==> src/sv/fpmte_pkg.sv <==
// Package: shared types and constants for the fixed-point matrix transform engine.
`default_nettype none
package fpmte_pkg;

	localparam int unsigned FRAC_BITS = 14;
	localparam logic [31:0] Q_ONE = 32'h1 << FRAC_BITS;

	localparam logic [2:0] OP_WR_CUR   = 3'd0;
	localparam logic [2:0] OP_WR_OPD   = 3'd1;
	localparam logic [2:0] OP_MUL      = 3'd2;
	localparam logic [2:0] OP_IDENT    = 3'd3;
	localparam logic [2:0] OP_TRANS    = 3'd4;
	localparam logic [2:0] OP_XFORM    = 3'd5;
	localparam logic [2:0] OP_XFORM_NT = 3'd6;

	typedef struct packed {
		logic [2:0]         op;
		logic [1:0]         row;
		logic [1:0]         col;
		logic signed [31:0] value;
		logic signed [31:0] coord_x;
		logic signed [31:0] coord_y;
		logic signed [31:0] coord_z;
		logic               last_in;
	} cmd_t;

	typedef struct packed {
		logic signed [31:0] out_x;
		logic signed [31:0] out_y;
		logic signed [31:0] out_z;
		logic               last_out;
	} res_t;

	typedef enum logic [2:0] {
		ST_IDLE,
		ST_FILL,
		ST_MUL_RUN,
		ST_MUL_DRAIN,
		ST_MUL_WB,
		ST_XF_RUN,
		ST_XF_DRAIN
	} state_t;

	// Per-step control that travels down the multiply-accumulate pipe.
	typedef struct packed {
		logic       valid;
		logic       first;
		logic       last;
		logic       fin;
		logic       xf;
		logic [1:0] col;
	} ctl_t;

endpackage
`default_nettype wire

==> src/sv/fixed_point_matrix_transform_engine_core.sv <==
// Top level: matrix stores, shared 32x32 multiply-accumulate unit and its sequencer.
// Element writes (ops 0, 1) and op 7 leave the sequencer idle; busy never rises.
// Transform (ops 5, 6): 12 steps on the shared multiplier, then the pipe drains; done pulses
//   once the final step has left the pipe, and the next start is taken after it has drained.
// Identity and translation load: all 16 entries, one matrix entry per write-port cycle.
// Concatenation: 4 rows of 16 MAC steps, a pipe drain and 4 write-backs of the row buffer.
// arst_n clears the sequencer and the result strobe; matrix contents stay unknown until written.
`default_nettype none
module fixed_point_matrix_transform_engine_core (
	input  wire logic             clk,
	input  wire logic             arst_n,
	input  wire logic             start,
	output logic                  busy,
	input  wire fpmte_pkg::cmd_t  cmd,
	output logic                  done,
	output fpmte_pkg::res_t       result
);
	import fpmte_pkg::*;

	state_t state_q, state_d;
	logic [3:0] cnt_q;
	logic [1:0] row_q;
	cmd_t item_q;
	res_t res_q;
	logic done_q;

	logic [31:0] cur_mem [16];
	logic [31:0] opd_mem [16];
	logic [31:0] rowbuf_q [4];

	logic        accept;
	logic        cur_we;
	logic [3:0]  cur_waddr;
	logic [31:0] cur_wdata;
	logic [3:0]  cur_raddr;
	logic [3:0]  opd_raddr;
	logic [31:0] coord_sel;
	ctl_t        ctl_s0;

	logic [31:0]        a_s1;
	logic [31:0]        a_op;
	logic [31:0]        opd_rd_s1;
	logic [31:0]        coord_s1;
	ctl_t               ctl_s1;
	logic signed [63:0] prod_s2;
	ctl_t               ctl_s2;
	logic [31:0]        acc_q;

	logic signed [31:0] b_sel;
	logic [31:0]        term;
	logic [31:0]        sum;

	function automatic logic [31:0] pick_coord(input cmd_t c, input logic [1:0] idx);
		logic [31:0] v;
		case (idx)
			2'd0: v = c.coord_x;
			2'd1: v = c.coord_y;
			2'd2: v = c.coord_z;
			default: v = (c.op == OP_XFORM) ? 32'h1 : 32'h0;
		endcase
		return v;
	endfunction

	assign accept = start && (state_q == ST_IDLE);

	// Next state
	always_comb begin
		state_d = state_q;
		case (state_q)
			ST_IDLE: begin
				if (start) begin
					case (cmd.op)
						OP_MUL: state_d = ST_MUL_RUN;
						OP_IDENT, OP_TRANS: state_d = ST_FILL;
						OP_XFORM, OP_XFORM_NT: state_d = ST_XF_RUN;
						default: state_d = ST_IDLE;
					endcase
				end
			end
			ST_FILL: if (cnt_q == 4'd15) state_d = ST_IDLE;
			ST_MUL_RUN: if (cnt_q == 4'd15) state_d = ST_MUL_DRAIN;
			ST_MUL_DRAIN: if (!ctl_s1.valid && !ctl_s2.valid) state_d = ST_MUL_WB;
			ST_MUL_WB: begin
				if (cnt_q[1:0] == 2'd3) state_d = (row_q == 2'd3) ? ST_IDLE : ST_MUL_RUN;
			end
			ST_XF_RUN: if (cnt_q == 4'd11) state_d = ST_XF_DRAIN;
			ST_XF_DRAIN: if (!ctl_s1.valid && !ctl_s2.valid) state_d = ST_IDLE;
			default: state_d = ST_IDLE;
		endcase
	end

	// Sequencer outputs: addresses, write port and step control
	always_comb begin
		busy      = (state_q != ST_IDLE);
		cur_we    = 1'b0;
		cur_waddr = cnt_q;
		cur_wdata = '0;
		cur_raddr = {row_q, cnt_q[1:0]};
		opd_raddr = {cnt_q[1:0], cnt_q[3:2]};
		coord_sel = pick_coord(item_q, cnt_q[1:0]);
		ctl_s0    = '0;
		case (state_q)
			ST_IDLE: begin
				if (accept && cmd.op == OP_WR_CUR) begin
					cur_we    = 1'b1;
					cur_waddr = {cmd.row, cmd.col};
					cur_wdata = cmd.value;
				end
			end
			ST_FILL: begin
				cur_we = 1'b1;
				if (cnt_q[3:2] == cnt_q[1:0]) begin
					cur_wdata = Q_ONE;
				end else if (item_q.op == OP_TRANS && cnt_q[3:2] == 2'd3) begin
					cur_wdata = coord_sel << FRAC_BITS;
				end
			end
			ST_MUL_RUN: begin
				ctl_s0.valid = 1'b1;
				ctl_s0.first = (cnt_q[1:0] == 2'd0);
				ctl_s0.last  = (cnt_q[1:0] == 2'd3);
				ctl_s0.col   = cnt_q[3:2];
			end
			ST_MUL_WB: begin
				cur_we    = 1'b1;
				cur_waddr = {row_q, cnt_q[1:0]};
				cur_wdata = rowbuf_q[cnt_q[1:0]];
			end
			ST_XF_RUN: begin
				// step: column in the upper bits, matrix row (x, y, z, translation) in the lower
				cur_raddr    = {cnt_q[1:0], cnt_q[3:2]};
				ctl_s0.valid = 1'b1;
				ctl_s0.xf    = 1'b1;
				ctl_s0.first = (cnt_q[1:0] == 2'd0);
				ctl_s0.last  = (cnt_q[1:0] == 2'd3);
				ctl_s0.fin   = (cnt_q == 4'd11);
				ctl_s0.col   = cnt_q[3:2];
			end
			default: begin
				ctl_s0 = '0;
			end
		endcase
	end

	always_ff @(posedge clk or negedge arst_n) begin
		if (!arst_n) begin
			state_q <= ST_IDLE;
			cnt_q   <= '0;
			row_q   <= '0;
			ctl_s1  <= '0;
			ctl_s2  <= '0;
			done_q  <= 1'b0;
		end else begin
			state_q <= state_d;
			cnt_q   <= (state_d != state_q) ? 4'd0 : cnt_q + 4'd1;
			if (accept) begin
				row_q <= '0;
			end else if (state_q == ST_MUL_WB && cnt_q[1:0] == 2'd3) begin
				row_q <= row_q + 2'd1;
			end
			ctl_s1 <= ctl_s0;
			ctl_s2 <= ctl_s1;
			done_q <= ctl_s2.valid && ctl_s2.fin;
		end
	end

	// Matrix stores
	always_ff @(posedge clk) begin
		if (cur_we) cur_mem[cur_waddr] <= cur_wdata;
		a_s1 <= cur_mem[cur_raddr];
	end

	always_ff @(posedge clk) begin
		if (accept && cmd.op == OP_WR_OPD) opd_mem[{cmd.row, cmd.col}] <= cmd.value;
		opd_rd_s1 <= opd_mem[opd_raddr];
	end

	// Drop the translation row entirely when the transform skips it
	assign a_op  = (ctl_s1.xf && ctl_s1.last && item_q.op == OP_XFORM_NT) ? 32'h0 : a_s1;
	assign b_sel = ctl_s1.xf ? coord_s1 : opd_rd_s1;
	assign term  = ctl_s2.xf ? prod_s2[31:0] : prod_s2[FRAC_BITS +: 32];
	assign sum   = (ctl_s2.first ? 32'h0 : acc_q) + term;

	always_ff @(posedge clk) begin
		if (accept) item_q <= cmd;
		if (accept) res_q.last_out <= cmd.last_in;
		coord_s1 <= coord_sel;
		prod_s2  <= $signed(a_op) * b_sel;
		if (ctl_s2.valid) acc_q <= sum;
		if (ctl_s2.valid && ctl_s2.last) begin
			if (ctl_s2.xf) begin
				case (ctl_s2.col)
					2'd0: res_q.out_x <= $signed(sum) >>> FRAC_BITS;
					2'd1: res_q.out_y <= $signed(sum) >>> FRAC_BITS;
					default: res_q.out_z <= $signed(sum) >>> FRAC_BITS;
				endcase
			end else begin
				rowbuf_q[ctl_s2.col] <= sum;
			end
		end
	end

	assign done   = done_q;
	assign result = res_q;

endmodule
`default_nettype wire

==> config.mk <==
export PLATFORM = sky130hd
export DESIGN_NAME = fixed_point_matrix_transform_engine_core
export DESIGN_NICKNAME = d
export VERILOG_FILES = /design/src/sv/fpmte_pkg.sv /design/src/sv/fixed_point_matrix_transform_engine_core.sv
export SDC_FILE = /design/constraint.sdc
export NUM_CORES = 2
export LEC_CHECK = 0
export BUFFER_PORTS_ARGS = -buffer_cell sky130_fd_sc_hd__buf_2
export CAP_MARGIN = 20
export CORE_MARGIN = 3
export CORE_UTILIZATION = 55
export DETAILED_ROUTE_END_ITERATION = 10
export GPL_TIMING_DRIVEN = 0
export HOLD_SLACK_MARGIN = 0.06
export PLACE_DENSITY_LB_ADDON = 0.1
export SYNTH_ARGS = -nofsm -noshare
export SYNTH_HDL_FRONTEND = slang
export SYNTH_SLANG_ARGS = --single-unit
==> constraint.sdc <==
create_clock -name clk -period 11.62 [get_ports clk]
set_input_delay 2.324 -clock clk [delete_from_list [all_inputs] [get_ports clk]]
set_output_delay 2.324 -clock clk [all_outputs]
set_load 0.02 [all_outputs]
==> results.py <==
metrics = {
    "cts": {
        "path_clk_slew_ns": 0.06,
        "cts_buffers": 153,
        "cts_tree": "yes",
        "cts-root-buf": "clkbuf_16",
        "post_cts_buffers": 0,
        "htree_levels": 4,
        "clk_latency_ns": 0.79,
        "cts_sinks": 1504,
        "cts_buffer_depth": 3,
    },
    "floorplanning": {
        "dieHeight_um": 399,
        "rows": 143,
        "io_pins": 238,
        "die_x_um": 399,
        "initial_core_util_pct": 55.6,
        "fp.dieArea_um2": 159000,
        "core-area_um2": 153000,
    },
    "sta": {
        "hold_violations": 0,
        "setup-tns-final_ns": 0,
        "max_freq_mhz": 88.0,
        "period_needed_ns": 11.36,
        "tightest_slew_ns": 1.47,
        "min_period_over_period_pct": 97.8,
        "slew_violations": 0,
        "grt_setup_unrepaired": "no",
        "skew_ns": 0.0303,
        "slew_headroom_pct": 1.91,
        "finalSetupViolCount": 0,
    },
    "route": {
        "drt_first_pass_iters": 9,
        "drt_wl_total_um": 275000,
        "viasPerCell": 6.11,
        "drc": 0,
        "vias": 55546,
        "post_drt_wl_per_cell_um": 30.2,
        "ant_nets": 0,
        "drt_iter0_drc": 7320,
    },
    "layout": {
        "fin_area_um2": 95300,
        "drive_above_1_share_pct": 13.2,
        "nets": 8044,
        "fill_cells": 11764,
        "syn_to_final_growth_pct": 12.3,
    },
    "setup_path": {
        "crit_path_end_kind": "register",
        "crit_top_cell": "fa_1",
        "reg2reg_slack_ns": 0.26,
        "critPathMaxStageDelay_ns": 0.94,
        "worstPathArrival_ns": 12.01,
        "path_max_fanout": 10,
        "worst-setup-path-type": "register to register",
        "cp.required_ns": 12.27,
        "r2r-start": "ctl_s1[2]",
        "r2r_cells": 27,
        "cp_slowest_cell": "clkbuf_1",
        "r2r-end": "prod_s2[45]",
        "critPathLaunchType": "register",
    },
    "place": {
        "placed_area_um2": 90000,
        "globalplace.congestion": 1.07,
        "io_buffers": 236,
        "dpl.hpwl_um": 209000,
    },
    "worst_hold_path": {
        "worstHoldStart": "ctl_s1[5]",
        "worstHoldEndpoint": "ctl_s2[5]",
        "whs_path_depth": 0,
        "hp-class": "register to register",
    },
    "status": {
        "status": "completed",
    },
    "synthesis": {
        "syn_area_per_cell_um2": 13.2,
        "yosys_warnings": 0,
        "post-synth-top-count-cell": "edfxtp_1",
        "syn_nets": 7558,
        "yosysTopAreaCellShare_pct": 47.4,
        "synth_fa_ha_area_share_pct": 21.7,
        "synth-simple-area-share_pct": 8.00,
        "synthCells": 6423,
        "yosysSeqAreaShare_pct": 51.4,
        "ys_types": 75,
        "syn_area_um2": 84800,
        "synth-edff-count": 1338,
        "synthFlopType": "edfxtp_1",
        "ys_ff_latch": 1504,
        "netlist_top_cells_count": "edfxtp_1, inv_1, fa_1, nand2_1, nor2_1",
        "synth.area.top_cells": "edfxtp_1, fa_1, mux4_2",
        "muxShareOfSynthArea_pct": 6.32,
        "synth_xor_area_share_pct": 1.23,
        "post-synth-top-area-cell": "edfxtp_1",
        "synth_compound_area_share_pct": 5.59,
        "synth_top_family_by_area": "adder cells",
        "async_flop_share_pct": 1.60,
    },
    "flow_run": {
        "drv_cap": 0,
    },
    "global_routing": {
        "grt_pass1_vias": 56102,
        "grt_usage_pct": 35.1,
        "grt_overflow_total": 0,
        "grt_start_max_net_pins": 65,
        "grt_pass1_wl_um": 393000,
        "antenna_found_initial": 29,
    },
}
==> kinds of logic after synthesis <==
group	after synthesis
flip-flops	1504
adder cells (fa/ha/maj)	996
AO/OA/AOI/OAI	666
multiplexers	288
buffers and inverters	1239
XOR/XNOR	119
AND/OR/NAND/NOR	1611
==> critical path, delay by kind of cell (launching register included) <==
kind            cells  cell delay (ns)
compound gates      3             0.93
xor+xnor            1             0.13
fa+ha+maj           9             4.42
buf+inv             7             2.95
flops               1             0.47
simple gates        7             2.30
==> per-stage QoR <==
step	util [%]	hold WS (ns)	worst slack, ns	std cells
floorplan	-	0.331	3.25	6423
CTS	62.3	0.348	0.227	9054
global placement	58.0	0.334	0.314	8689
global route	62.4	0.360	0.0138	9069
finish	62.4	0.345	0.256	9085
detailed placement	59.0	0.336	0.280	8769
==> flip-flops by register name (all words and copies together) (netlist names), 7 cells and up <==
register,cells
cur_mem,512
opd_mem,512
rowbuf_q,128
item_q,99
result,55
prod_s2,46
a_s1,32
acc_q,32
coord_s1,32
opd_rd_s1,32
ctl_s1,7
ctl_s2,7
==> placed cells by master, fill, tap and decap left out, types with 142 or more instances in the layout <==
| master | synthesis | routed |
|---|---|---|
| ha_1 | 201 | 201 |
| inv_1 | 871 | 870 |
| buf_2 | 28 | 264 |
| clkbuf_1 | 263 | 300 |
| dfxtp_1 | 142 | 142 |
| fa_1 | 795 | 795 |
| nand2_1 | 719 | 718 |
| nor2_1 | 590 | 559 |
| mux4_2 | 192 | 192 |
| edfxtp_1 | 1338 | 1338 |
| clkbuf_16 | 0 | 156 |
| a211oi_1 | 172 | 172 |
==> cell type report <==
class                      instances  area (um2)  area share (%)
sequential                      1504       43600            45.8
multi-input combinational       3680       36600            38.5
clock buffer                     202        4160            4.36
inverter                         873        3280            3.44
tap                             2030        2540            2.67
timing repair buffer             331        2530            2.66
buffer                           366        1570            1.65
clock inverter                    83         908           0.953
antenna                           16        40.0          0.0420
==> routing by layer <==
layer | share of wire, % | global-route usage, %
met2 | 45 | 53.5
met1 | 38 | 47.3
met5 | 0.023 | 0
met3 | 11 | 9.24
met4 | 5.9 | 17.0
==> worst max-delay path by stage <==
| stage | slack [ns] | end | depth (start not counted) | start |
|---|---|---|---|---|
| after floorplan | 3.25 | prod_s2[42] | 31 | item_q[133] |
| after global placement | 0.31 | prod_s2[45] | 30 | ctl_s1[2] |
| after detailed placement | 0.28 | prod_s2[45] | 30 | ctl_s1[2] |
| after CTS | 0.23 | prod_s2[45] | 30 | ctl_s1[2] |
| after global routing | 0.01 | prod_s2[45] | 27 | ctl_s1[2] |
| final | 0.26 | prod_s2[45] | 27 | ctl_s1[2] |
==> timing repair <==
item                       in CTS  in global routing
gates resized for setup         0                  4
hold buffers                    0                  0
setup endpoints to repair       0                  8
hold endpoints to repair        0                  0
Power is left out: the tool's default activity adds up to more than one toggle a clock period on the data nets, which glitch-free logic cannot reach.
